[src/rtl/mch_pkg.sv]
package mch_pkg;

    localparam int REG_OFFSET = 0;
    localparam int REG_ROW0   = 1;
    localparam int REG_ROW1   = 2;
    localparam int REG_ROW2   = 3;
    localparam int REG_CALIB  = 4;

    localparam int ANG_W = 28;
    localparam int HEADING_FULL = 5760;
    localparam int HEADING_HALF = 2880;

    typedef struct packed {
        logic signed [15:0] x;
        logic signed [15:0] y;
        logic signed [15:0] z;
        logic               valid;
        logic               last;
    } vec_t;

    function automatic logic signed [ANG_W-1:0] atan_deg(input int i);
        logic signed [ANG_W-1:0] r;
        unique case (i)
            0: r = 28'sd2949120;   1: r = 28'sd1740967;  2: r = 28'sd919879;
            3: r = 28'sd466945;    4: r = 28'sd234379;   5: r = 28'sd117304;
            6: r = 28'sd58666;     7: r = 28'sd29335;    8: r = 28'sd14668;
            9: r = 28'sd7334;      10: r = 28'sd3667;    11: r = 28'sd1833;
            12: r = 28'sd917;      13: r = 28'sd458;     14: r = 28'sd229;
            15: r = 28'sd115;      16: r = 28'sd57;      17: r = 28'sd29;
            18: r = 28'sd14;       19: r = 28'sd7;       20: r = 28'sd4;
            21: r = 28'sd2;        22: r = 28'sd1;
            default: r = '0;
        endcase
        return r;
    endfunction

    function automatic logic signed [15:0] sat16(input logic signed [39:0] v);
        if (v > 40'sd32767) return 16'sh7fff;
        if (v < -40'sd32768) return 16'sh8000;
        return v[15:0];
    endfunction

endpackage

[src/rtl/mch_fifo.sv]
module mch_fifo import mch_pkg::*; (
    input  logic aclk,
    input  logic aresetn,
    input  logic in_valid,
    output logic in_ready,
    input  vec_t in_vec,
    output logic out_valid,
    input  logic out_ready,
    output vec_t out_vec
);
    vec_t       mem_reg [2];
    logic       wp_reg, rp_reg;
    logic [1:0] cnt_reg;
    logic       wr, rd;

    assign in_ready = cnt_reg != 2'd2;
    assign out_valid = cnt_reg != 2'd0;
    assign out_vec = mem_reg[rp_reg];
    assign wr = in_valid && in_ready;
    assign rd = out_valid && out_ready;

    always_ff @(posedge aclk) begin
        if (!aresetn) begin
            wp_reg <= 1'b0;
            rp_reg <= 1'b0;
            cnt_reg <= '0;
        end else begin
            if (wr) wp_reg <= !wp_reg;
            if (rd) rp_reg <= !rp_reg;
            cnt_reg <= cnt_reg + 2'(wr) - 2'(rd);
        end
        if (wr) mem_reg[wp_reg] <= in_vec;
    end
endmodule

[config.mk]
export PLATFORM = sky130hd
export DESIGN_NAME = mch_fifo
export DESIGN_NICKNAME = d
export VERILOG_FILES = /design/src/rtl/mch_pkg.sv /design/src/rtl/mch_fifo.sv
export SDC_FILE = /design/constraint.sdc
export NUM_CORES = 1
export LEC_CHECK = 0
export BUFFER_PORTS_ARGS = -buffer_cell sky130_fd_sc_hd__buf_2
export CORE_UTILIZATION = 52
export DETAILED_ROUTE_END_ITERATION = 16
export PLACE_DENSITY = 0.9
export SYNTH_ARGS = -nofsm -noshare
export SYNTH_HDL_FRONTEND = slang
export SYNTH_SLANG_ARGS = --single-unit
[constraint.sdc]
create_clock -name aclk -period 2.4 [get_ports aclk]
set_input_delay 0.24 -clock aclk [delete_from_list [all_inputs] [get_ports aclk]]
set_output_delay 0.24 -clock aclk [all_outputs]
set_load 0.05 [all_outputs]
# Yosys cells after proc, flatten, opt, wreduce, memory -nomap -nowiden
# Memory sizes are Yosys's and may differ from the RTL's. A register that Yosys moved wholly into a read port is not among the register bits.
# Index checks and enable logic that the tools add are counted.
[word_totals]
register_bits = 4
ramBits = 100
in_bits = 54
out_inout_bits = 52
elab_cells = 16
memories = 1
[mem_list]
columns = ["memory", "depth", "width", "rd", "rd_clocked_by_memory_dff", "write_ports", "line", "text"]
rows = [
  ["mem_reg", 2, 50, 1, 1, 1, "mch_fifo.sv:11", "vec_t mem_reg [2];"],
]
[classes]
addsub = 2
n_eq_ne = 1
muxes = 4
n_reduce_logical = 5
[op_table]
columns = ["operator", "count"]
rows = [
  ["$mux W1", 4],
  ["$add A2 B1 Y2", 1],
  ["$logic_and A1 B1 Y1", 2],
  ["$logic_not A1 Y1", 2],
  ["$ne A2 B2 Y1 const B", 1],
  ["$reduce_bool A2 Y1", 1],
  ["$sub A2 B1 Y2", 1],
]

# Longest topological paths before layout
[depth]
ltp_word = 4
depth_mapped = 6
mapped_depth_nobuf = 6

# Least setup slack after synthesis
# No wires, ideal clock.
[synth_path]
kind = "register to register"
from = "register cnt_reg[0]"
to = "memory mem_reg[1][0] in the netlist's numbering, enable pin"
setup_time_ns = 0.413
arrival_ns = 2.229
required_ns = 1.987
path_slack_ns = -0.242
stages_incl_launch_ff = 3
path_buffers = 0
period_less_slack_ns = 2.642
path_cell_list = "dfxtp_1 nand2b_1 and3_1"
[synth_via]
elab_chain_len = 4
[synth_lines]
columns = ["item", "line", "text"]
rows = [
  ["start, declared", "mch_fifo.sv:13", "logic [1:0] cnt_reg;"],
  ["start signal, assigned", "mch_fifo.sv:30", "cnt_reg <= cnt_reg + 2'(wr) - 2'(rd);"],
  ["$ne A2 B2 Y1", "mch_fifo.sv:16", "assign in_ready = cnt_reg != 2'd2;"],
  ["via in_ready", "mch_fifo.sv:5", "output logic in_ready,"],
  ["$logic_and A1 B1 Y1", "mch_fifo.sv:19", "assign wr = in_valid && in_ready;"],
  ["$mux W1", "mch_fifo.sv:32", "if (wr) mem_reg[wp_reg] <= in_vec;"],
  ["$mux W1 (not written as such)", "mch_fifo.sv:32", ""],
  ["end, declared", "mch_fifo.sv:11", ""],
]
# The timed path passes the listed nets, and every way through them passes these cells.

==> metrics.csv <==
metric;value;unit
average instance area after synthesis;20.9;sq um
first-pass GRT wire length;8.76;mm
total of buffers placed on input and output ports;105;
Die Area;7820;sq um
CTS clock-pin slew for the worst setup and hold paths;90;ps
via count of the first global-routing pass;1977;
number of flops mapped to enable cells by yosys;100;
most frequent cells after synthesis;sky130_fd_sc_hd__edfxtp_1 (100), sky130_fd_sc_hd__mux2_1 (50), sky130_fd_sc_hd__buf_4 (5), sky130_fd_sc_hd__dfxtp_1 (5), sky130_fd_sc_hd__nor2_1 (4);
standard cell with the maximum stage delay on the critical path;sky130_fd_sc_hd__mux2_1;
nets in the synthesized netlist;241;
cell count after synthesis;186;
final-report setup violation count;0;
Vias/cell;4.93;
most common flop cell mapped by yosys;sky130_fd_sc_hd__edfxtp_1;
CTS-repair resized insts;0;
worst clock skew on the final layout;8.80;ps
Area contributors post-synth;sky130_fd_sc_hd__edfxtp_1 (77%), sky130_fd_sc_hd__mux2_1 (14%), sky130_fd_sc_hd__dfxtp_1 (2.6%), sky130_fd_sc_hd__buf_4 (0.97%), sky130_fd_sc_hd__nor4bb_2 (0.42%);
biggest fanout along the worst timing path;50;
clock latency on the worst-skew pair;340;ps
number of buffers added for setup after CTS;0;
critical path launch point type;flip-flop;
number of pins exceeding their max-slew limit in the final report;0;
static power due to leakage;1.78;nW
number of vias in the routed layout;1991;
antenna violations before repair;0;
total clock buffers created by CTS;9;
Hold Vio Cnt, Final;0;
beginning of the worst register-to-register path;cnt_reg[1];
setup tns final;0;ps
number of hold-repair buffers added at the cts stage;0;
clk root buf;sky130_fd_sc_hd__clkbuf_8;
final weighted congestion of routability-driven global placement;0.680;
wire length per cell after detailed routing;14.9;microns
top-area cell type share of the netlist area;77.3;%
Rel. slew slack;72.3;%
sum of net half-perimeters after detailed placement;3.94;mm
first drt pass iteration count;4;
number of sinks handled by clock tree synthesis;105;
number of stages on the worst hold path;1;
num rows;31;
Worst R2R End;mem_reg[0][9];
layout cell share with drive strength beyond 1;42.3;%
flip-flop count of the largest register after layout;100;
core area;7250;sq um
RSZ-0062 raised after global routing;false;
CP max stage delay;370;ps
register-to-register path setup slack;680;ps
pin count of the biggest net entering global routing;51;
initial standard-cell utilization of the core;53.5;%
cell breakdown of the critical path;buf_12 > mux2_1 > buf_2;
Post-layout nets;355;
Hold WC Path Type;input pin to flip-flop;
CTS H-tree depth;3;
clock tree from TritonCTS;built;
endpoint class of the critical path;primary output;
post-route DRC violation count;0;
PD cells;1020;nW/um^2
required time worst endpoint;2160;ps
post-synth cell types;26;
maximum capacitance violations;0;
timing endpoint of the critical path;out_vec[43];
smallest hold slack;80.5;ps
proportion of synthesized chip area in sequential cells;79.9;%
Detail Route Antenna Nets;0;
number of storage elements in the synthesis netlist;105;
Worst-Margin Slew;415;ps
outcome;finished, final reports clean;
die height;88.4;microns
area used by multi-input combinational logic;732;sq um
Clock Tree Buf Depth;2;
final cycle utilization of the critical path;75.0;%
category of the critical setup timing path;flip-flop to primary output;
post-synthesis cell area;3880;sq um
layout overhead on the synthesized area;22.0;%
most used standard cell by instance count after synthesis;sky130_fd_sc_hd__edfxtp_1;
endpoint arrival time on the critical path;1560;ps
total area of sequential cells;3100;sq um
total wirelength of the detailed-routed design;6.04;mm
overall overflow remaining after global route;0;
overall track demand over capacity in global routing;15.8;%
shortest clock period the worst path allows after layout;1800;ps
floorplan die width;88.4;microns
Yosys warning count;0;
Worst R2R Path Depth;4;
Top Ports;106;
count of routing violations after the opening detailed-route iteration;73;
cell taking the most area after synthesis;sky130_fd_sc_hd__edfxtp_1;
fill cell count;532;
Max Clk Rate;0.556;GHz
worst supply voltage drop on vdd;0.000550;V
fraction of synthesis flops using an asynchronous set or reset pin;0;%
number of inserted diodes;0;
layout make-up:
| cell class | count | share of cell area [%] |
|---|---|---|
| repair buffers | 109 | 12.2 |
| flip-flops and latches | 105 | 65.5 |
| multi-input cells | 73 | 15.4 |
| clock buffers | 11 | 2.77 |
| inverters | 2 | 0.238 |
| clock inverters | 5 | 1.19 |
| well taps | 99 | 2.61 |
placed cells by master, fill, tap and decap left out, types with 2 or more instances in the layout:
master / synthesis / routed
sky130_fd_sc_hd__buf_12: 0 / 2
sky130_fd_sc_hd__buf_2: 1 / 105
sky130_fd_sc_hd__buf_4: 5 / 2
sky130_fd_sc_hd__clkbuf_1: 0 / 2
sky130_fd_sc_hd__clkbuf_8: 0 / 9
sky130_fd_sc_hd__clkinv_4: 0 / 2
sky130_fd_sc_hd__dfxtp_1: 5 / 4
sky130_fd_sc_hd__edfxtp_1: 100 / 100
sky130_fd_sc_hd__mux2_1: 50 / 50
sky130_fd_sc_hd__nor2_1: 4 / 4
kinds of logic after synthesis:
logic type	Yosys count	synth area share, %
DFF	105	79.9
AOI/OAI and AO/OA	6	1.13
and+or+nand+nor	15	2.64
buffers and inverters	8	1.29
adders and majority gates	1	0.322
xor gates and xnor gates	1	0.226
muxes	50	14.5
worst max-delay path, delay by kind of cell, from the launching register on:
| family | cells | cell delay [ps] |
|---|---|---|
| buffers and inverters | 2 | 470 |
| multiplexers | 1 | 370 |
| flip-flops | 1 | 350 |
worst min path at each step:
stage                     startpoint              to  slack (ps)
after floorplan            in_vec[0]   mem_reg[0][0]         340
after global placement    in_vec[32]  mem_reg[0][32]         430
after detailed placement  in_vec[29]  mem_reg[1][29]         430
after CTS                 in_vec[32]  mem_reg[1][32]          60
after global routing      in_vec[34]  mem_reg[0][34]          50
final                     in_vec[34]  mem_reg[0][34]          80
routing by layer:
metal | vias to the layer above | GRT usage, % | routed length [microns]
met5 | - | 0 | 0
met4 | 0 | 8.21 | 93
met3 | 8 | 4.38 | 259
met2 | 66 | 27.6 | 3110
met1 | 962 | 17.6 | 2580
li1 | 955 | - | -
metrics by stage:
stage                     setup slack [ps]  utilization [%]  power, mW  cell area [sq um]  instances
after CTS                              575             65.3       4.90               4740        404
after global placement                 751             62.8       3.85               4550        388
after detailed placement               684             62.8       3.89               4550        388
after floorplan                        212                -       3.54               3890        186
final                                  600             65.3       4.84               4740        404
after global routing                   521             65.3       5.05               4740        404
power by group:
part           internal [mW]  switching, mW
clock                  0.482          0.529
combinational          0.409           1.15
sequential              2.22         0.0541
(Power assumes the default switching activity.)
