$ cat src/rtl/mch_pkg.sv
package mch_pkg;

    localparam int REG_OFFSET = 0;
    localparam int REG_ROW0   = 1;
    localparam int REG_ROW1   = 2;
    localparam int REG_ROW2   = 3;
    localparam int REG_CALIB  = 4;

    localparam int ANG_W = 28;
    localparam int HEADING_FULL = 5760;
    localparam int HEADING_HALF = 2880;

    typedef struct packed {
        logic signed [15:0] x;
        logic signed [15:0] y;
        logic signed [15:0] z;
        logic               valid;
        logic               last;
    } vec_t;

    function automatic logic signed [ANG_W-1:0] atan_deg(input int i);
        logic signed [ANG_W-1:0] r;
        unique case (i)
            0: r = 28'sd2949120;   1: r = 28'sd1740967;  2: r = 28'sd919879;
            3: r = 28'sd466945;    4: r = 28'sd234379;   5: r = 28'sd117304;
            6: r = 28'sd58666;     7: r = 28'sd29335;    8: r = 28'sd14668;
            9: r = 28'sd7334;      10: r = 28'sd3667;    11: r = 28'sd1833;
            12: r = 28'sd917;      13: r = 28'sd458;     14: r = 28'sd229;
            15: r = 28'sd115;      16: r = 28'sd57;      17: r = 28'sd29;
            18: r = 28'sd14;       19: r = 28'sd7;       20: r = 28'sd4;
            21: r = 28'sd2;        22: r = 28'sd1;
            default: r = '0;
        endcase
        return r;
    endfunction

    function automatic logic signed [15:0] sat16(input logic signed [39:0] v);
        if (v > 40'sd32767) return 16'sh7fff;
        if (v < -40'sd32768) return 16'sh8000;
        return v[15:0];
    endfunction

endpackage

$ cat src/rtl/mch_cordic.sv
module mch_cordic import mch_pkg::*; #(
    parameter int CORDIC_STAGES = 16
) (
    input  logic               aclk,
    input  logic               aresetn,
    input  logic               in_valid,
    output logic               in_ready,
    input  vec_t               in_vec,
    output logic               out_valid,
    input  logic               out_ready,
    output vec_t               out_vec,
    output logic [12:0]        out_heading
);
    localparam int N = CORDIC_STAGES;
    localparam int CW = 28;

    logic [N:0]              vld_reg;
    logic [N:0]              adv;
    logic signed [CW-1:0]    x_reg [N+1];
    logic signed [CW-1:0]    y_reg [N+1];
    logic signed [ANG_W-1:0] z_reg [N+1];
    logic [N:0]              zero_reg;
    vec_t                    v_reg [N+1];

    always_comb begin
        adv[N] = !vld_reg[N] || out_ready;
        for (int i = N - 1; i >= 0; i--) adv[i] = !vld_reg[i] || adv[i+1];
    end
    assign in_ready = adv[0];
    assign out_valid = vld_reg[N];

    logic signed [CW-1:0]    a0, b0;
    logic signed [CW-1:0]    x0, y0;
    logic signed [ANG_W-1:0] z0;
    always_comb begin
        a0 = -(CW'(in_vec.x)) <<< 8;
        b0 = CW'(in_vec.y) <<< 8;
        x0 = b0;
        y0 = a0;
        z0 = '0;
        if (b0 < 0) begin
            z0 = (a0 >= 0) ? ANG_W'(180 * 65536) : -ANG_W'(180 * 65536);
            x0 = -b0;
            y0 = -a0;
        end
    end

    logic signed [ANG_W-1:0] hsum;
    logic signed [ANG_W-1:0] hraw;
    logic [12:0]             hd;
    always_comb begin
        hsum = (z_reg[N] + ANG_W'(2048)) >>> 12;
        hraw = hsum + ANG_W'(HEADING_HALF);
        if (hraw >= ANG_W'(HEADING_FULL)) hraw = hraw - ANG_W'(HEADING_FULL);
        else if (hraw < 0) hraw = hraw + ANG_W'(HEADING_FULL);
        hd = hraw[12:0];
        if (zero_reg[N]) hd = 13'(HEADING_HALF);
        if (!v_reg[N].valid) hd = '0;
    end
    assign out_vec = v_reg[N];
    assign out_heading = hd;

    always_ff @(posedge aclk) begin
        if (!aresetn) begin
            vld_reg <= '0;
        end else begin
            if (adv[0]) vld_reg[0] <= in_valid;
            for (int i = 1; i <= N; i++) if (adv[i]) vld_reg[i] <= vld_reg[i-1];
        end
        if (adv[0]) begin
            x_reg[0] <= x0;
            y_reg[0] <= y0;
            z_reg[0] <= z0;
            zero_reg[0] <= (in_vec.x == 0) && (in_vec.y == 0);
            v_reg[0] <= in_vec;
        end
        for (int i = 1; i <= N; i++) begin
            if (adv[i]) begin
                if (y_reg[i-1] >= 0) begin
                    x_reg[i] <= x_reg[i-1] + (y_reg[i-1] >>> (i-1));
                    y_reg[i] <= y_reg[i-1] - (x_reg[i-1] >>> (i-1));
                    z_reg[i] <= z_reg[i-1] + atan_deg(i-1);
                end else begin
                    x_reg[i] <= x_reg[i-1] - (y_reg[i-1] >>> (i-1));
                    y_reg[i] <= y_reg[i-1] + (x_reg[i-1] >>> (i-1));
                    z_reg[i] <= z_reg[i-1] - atan_deg(i-1);
                end
                zero_reg[i] <= zero_reg[i-1];
                v_reg[i] <= v_reg[i-1];
            end
        end
    end
endmodule

$ cat config.mk
export PLATFORM = sky130hd
export DESIGN_NAME = mch_cordic
export DESIGN_NICKNAME = d
export VERILOG_FILES = /design/src/rtl/mch_pkg.sv /design/src/rtl/mch_cordic.sv
export SDC_FILE = /design/constraint.sdc
export NUM_CORES = 2
export LEC_CHECK = 0
export ABC_CLOCK_PERIOD_IN_PS = 11180
export BUFFER_PORTS_ARGS = -buffer_cell sky130_fd_sc_hd__clkbuf_2
export CAP_MARGIN = 10
export CORE_UTILIZATION = 30
export CTS_CLUSTER_SIZE = 28
export DETAILED_ROUTE_END_ITERATION = 16
export GPL_ROUTABILITY_DRIVEN = 0
export PLACE_DENSITY = 0.44
export SYNTH_ARGS = -nofsm -noshare
export SYNTH_HDL_FRONTEND = slang
export SYNTH_SLANG_ARGS = --single-unit
$ cat constraint.sdc
create_clock -name aclk -period 11.18 [get_ports aclk]
set_clock_uncertainty 0.1 [all_clocks]
set_input_delay 0.559 -clock aclk [delete_from_list [all_inputs] [get_ports aclk]]
set_output_delay 0.559 -clock aclk [all_outputs]
set_load 0.02 [all_outputs]
# Word-level counts from Yosys, hierarchy flattened
# Memory sizes are Yosys's and may differ from the RTL's.
# Index checks and enable logic that the tools add are counted.
# Widths: inputs -> output; s select.
[op_classes] add_sub_neg=102 order_cmp=20 muxes=250 bitwise_logic=48 n_reduce_logical=37
[ops] cell="$mux 28" n=116
[ops] cell="$sub 28x28->28" n=18
[ops] cell="$add 28x28->28" n=17
[ops] cell="$ge 28x1->1 const B" n=17
[ops] cell="$mux 1" n=130
[ops] cell="$logic_not 32->1" n=2
[ops] cell="$add 28x13->28" n=2
[ops] cell="$add 28x14->28" n=2
[ops] cell="$add 28x15->28" n=2
[ops] cell="$add 28x16->28" n=2
[ops] cell="$add 28x17->28" n=2
[ops] cell="$add 28x18->28" n=2
[ops] cell="$add 28x19->28" n=2
[ops] cell="$add 28x20->28" n=2
[ops] cell="$add 28x21->28" n=2
[ops] cell="$add 28x22->28" n=2
[ops] cell="$add 28x23->28" n=2
[ops] cell="$add 28x24->28" n=2
[ops] cell="$add 28x25->28" n=2
[ops] cell="$add 28x26->28" n=2
[ops] cell="$add 28x27->28" n=2
[ops] cell="$sub 28x13->28" n=2
[ops] cell="$sub 28x14->28" n=2
[ops] cell="$sub 28x15->28" n=2
[ops] cell="27 further kinds" n=121
[totals] reg_bits=34 mem_bits_rw=2278 output_inout_bits=65 word_cells=495 n_memories=4
[memory_table] name="v_reg" words=17 word_bits=50 rd=17 rd_ports_with_merged_regs=0 write_ports=17 line="mch_cordic.sv:23" rtl="vec_t v_reg [N+1];"
[memory_table] name="x_reg" words=17 word_bits=28 rd=16 rd_ports_with_merged_regs=0 write_ports=17 line="mch_cordic.sv:19" rtl="logic signed [CW-1:0] x_reg [N+1];"
[memory_table] name="y_reg" words=17 word_bits=28 rd=16 rd_ports_with_merged_regs=0 write_ports=17 line="mch_cordic.sv:20" rtl="logic signed [CW-1:0] y_reg [N+1];"
[memory_table] name="z_reg" words=17 word_bits=28 rd=17 rd_ports_with_merged_regs=0 write_ports=17 line="mch_cordic.sv:21" rtl="logic signed [ANG_W-1:0] z_reg [N+1];"

# Depth between registers and ports, before layout
[logic_depth] ltp_word=20 mapped_depth=25 mapped_depth_nobuf=23

# Worst setup path after synthesis
# Ideal clock, no wire load.
[synth_timing] kind="input-to-reg" startpoint="in out_ready" endpoint="mem y_reg[7][27], data pin" arrival_ns=11.961 required_time_ns=10.820 path_slack_ns=-1.140 cell_stages=24 path_cell_list="and2b_1 > inv_2 > nor2_1 > inv_1 > nor3_1 > and2_1 > inv_1 > nand2_1 > inv_1 > clkbuf_1 > clkbuf_1 > nor2_1 > xor2_1 > ha_1 > nor2b_1 > o21ai_0 > nor4b_1 > o31ai_1 > a21oi_1 > a211oi_1 > o31ai_1 > o2111ai_1 > a21oi_1 > xnor2_1"
[synth_rtl] item="from (decl)" line="mch_cordic.sv:10" rtl="input logic out_ready,"
[synth_rtl] item="to (decl)" line="mch_cordic.sv:20"

==> reports/results.ini <==
[run_status]
outcome = finished, final reports clean

[setup_path]
slowest_stage = sky130_fd_sc_hd__clkinvlp_4
worst_ep_arrival_time_ns = 9.24
cpLargestDelayFamily = buffers and inverters
crit_start = vld_reg[16]
setup.worst_path.start_class = flop
worst-r2r-setup-slack_ns = 2.48
critPathMaxStageDelay_ns = 0.85
cp-end-kind = flop
timing.critical_path.required_ns = 11.72
path_depth = 25
reg2reg_to = y_reg[7][27]
crit_top_cell = sky130_fd_sc_hd__buf_4
critPathBufInv = 7
timing.reg2reg.worst_path_depth = 25
max_fo_critical_path = 82
crit_end = y_reg[7][27]
reg2reg_from = vld_reg[16]
critPathKind = flop to flop

[route]
detailedRoute.firstIterationViolations = 4535
via_per_inst = 4.93
topRoutingLayerUsed = met4
drt_drc = 0
detail-route-antenna-nets = 0
wire_per_inst_um = 18.4
routed-wl-met2_um = 154000
postRouteWirelength_um = 313000
drt-pass1-iter-count = 9
routedLengthMet1_um = 139000
met3_length_um = 9150
dr_total_vias = 83924

[layout]
num-fill-cells = 40577
drive_gt1_frac = 0.0592
largest_register_ff_count = 849
area_growth_syn_to_layout_pct = 12.8
num-nets-final = 12588

[die]
die_w_um = 644
die-area_um2 = 415000
core_region_area_um2 = 410000
floorplan.rows = 235
die_height_um = 644
initial_utilization = 0.302
design.portCount = 119

[logic_synthesis]
yosys_register_bits = 2039
synth_ff_type = sky130_fd_sc_hd__edfxtp_1
netlist-cell-type-count = 89
synth_enable_flop_cells = 2022
netlist_top_cells_count = sky130_fd_sc_hd__edfxtp_1, sky130_fd_sc_hd__ha_1, sky130_fd_sc_hd__xnor2_1
number_of_cells_produced_by_synthesis = 11020
synth.largest_area_cell = sky130_fd_sc_hd__edfxtp_1
post_synth_mux_area_share = 0.00621
cell_types_with_the_largest_area_share_after_synthesis = sky130_fd_sc_hd__edfxtp_1, sky130_fd_sc_hd__ha_1, sky130_fd_sc_hd__xnor2_1
post_synth_xor_area_fraction = 0.104
synth-compound-area-share = 0.150
combinational_family_with_the_most_area_after_synthesis = compound AO/OA/AOI/OAI gates
synthesis.area_per_instance_um2 = 11.2
synth.most_common_cell = sky130_fd_sc_hd__edfxtp_1
mapped_cell_area_um2 = 124000
synthAdderAreaFrac = 0.121
synth-seq-area-share = 0.493
synth-simple-area-share = 0.107
asr_flop_ratio_synth = 0
yosysTopAreaCellShare = 0.491
yosysWarnings = 0

[cts]
clock_sinks = 2039
clkTransAtPathRegs_ns = 0.06
cts_repair_resize_count = 0
worst_skew_pair.late_latency_ns = 0.97
cts-root-buf = sky130_fd_sc_hd__clkbuf_16
numCtsBuffers = 240
tritoncts_clock_tree = built
clock_tree.htree_level_count = 4
clock_tree.buffer_depth = 4

[timing]
relSlewSlack = 0.177
maxSlewViolCount = 0
setup_repair_after_global_routing_missed_its_margin = false
fin_tns_setup_ns = 0
fmax_ghz = 0.115
setup-violations-final = 0
timing.final.hold_violations = 0
tightestPinTransition_ns = 1.22
final_critical_path_setup_slack_ns = 2.48
final_min_period_over_clock_period = 0.778
min_period_ns = 8.70

[job]
max_cap_viol_count = 0

[place]
dp_slack_ns = 1.97
port_buffers = 118
hpwlAfterDp_um = 240000

[hold_path]
hold_path.class = input port to flop
whs_path_depth = 3

[global_routing]
grt_usage = 0.145
first_pass_grt_wire_length_um = 482000
vias_in_the_first_global_route = 84232
grt_start_max_net_pins = 83
globalRouteOverflowTotal = 0
antenna_violations_before_repair = 8

[routing by layer]
metal  vias up  track usage
li1      41891            -
met1     40290        0.180
met2      1273        0.261
met3       470       0.0169
met4         0       0.0500
met5         -            0
[stage by stage]
step / util / instance area (um^2) / std cells / hold slack [ns]
finish: 0.340 / 140000 / 17016 / 0.107
global route: 0.340 / 140000 / 17013 / 0.0650
CTS: 0.340 / 140000 / 17009 / 0.000733
detailed placement: 0.320 / 131000 / 16515 / 0.305
global placement: 0.320 / 131000 / 16515 / 0.301
floorplan: - / 124000 / 11022 / 0.300
[placed cells by master, fill, tap and decap left out, types with 99 or more instances in the layout]
| cell type | Yosys | layout |
|---|---|---|
| sky130_fd_sc_hd__a21o_1 | 386 | 386 |
| sky130_fd_sc_hd__a21oi_1 | 901 | 901 |
| sky130_fd_sc_hd__and3_1 | 99 | 99 |
| sky130_fd_sc_hd__clkbuf_16 | 0 | 241 |
| sky130_fd_sc_hd__clkbuf_2 | 2 | 119 |
| sky130_fd_sc_hd__edfxtp_1 | 2022 | 2022 |
| sky130_fd_sc_hd__ha_1 | 1143 | 1143 |
| sky130_fd_sc_hd__inv_1 | 455 | 444 |
| sky130_fd_sc_hd__nand2_1 | 616 | 612 |
| sky130_fd_sc_hd__nand2b_1 | 174 | 174 |
| sky130_fd_sc_hd__nand3_1 | 186 | 185 |
| sky130_fd_sc_hd__nor2_1 | 856 | 856 |
| sky130_fd_sc_hd__nor2b_1 | 128 | 128 |
| sky130_fd_sc_hd__nor3_1 | 284 | 284 |
| sky130_fd_sc_hd__o21a_1 | 184 | 184 |
| sky130_fd_sc_hd__o21ai_0 | 549 | 549 |
| sky130_fd_sc_hd__o21bai_1 | 120 | 120 |
| sky130_fd_sc_hd__o31ai_1 | 161 | 161 |
| sky130_fd_sc_hd__xnor2_1 | 987 | 987 |
| sky130_fd_sc_hd__xor2_1 | 484 | 484 |
[cell families after synthesis]
group,count (synthesis)
and+or+nand+nor,2761
buffers and inverters,608
AOI/OAI and AO/OA,2890
other,1
DFF,2039
adders and majority gates,1177
xor gates and xnor gates,1472
muxes,72
[cell type report]
type	count	area (um^2)	area share
multi-input cells	8375	60500	0.434
clock buffers	275	6160	0.0441
inverters	466	1800	0.0129
clock inverters	169	1610	0.0115
repair buffers	235	1590	0.0114
diodes	6	15.0	0.000108
well taps	5451	6820	0.0489
flip-flops and latches	2039	61100	0.438
[tightest hold or removal path, delay by kind of cell]
family	cells	cell delay, ns
simple gates	1	0.28
buf+inv	1	0.09
compound gates	1	0.13
[how the worst min path moves through the flow]
stage                          endpoint           from  slack [ns]
final                       vld_reg[16]      out_ready        0.11
after global placement     v_reg[2][18]  v_reg[1][168]        0.30
after CTS                   vld_reg[16]      out_ready      0.0007
after floorplan           v_reg[0][100]   v_reg[0][50]        0.30
after detailed placement  v_reg[0][113]   v_reg[0][63]        0.30
after global routing        vld_reg[16]      out_ready        0.06
[timing repair]
item,4_1_cts,5_1_grt
endpoints found under the hold margin,62,0
hold buffers,50,0
setup buffers,0,0
Power is left out: the tool's default activity adds up to more than one toggle a clock period on the data nets, which glitch-free logic cannot reach.
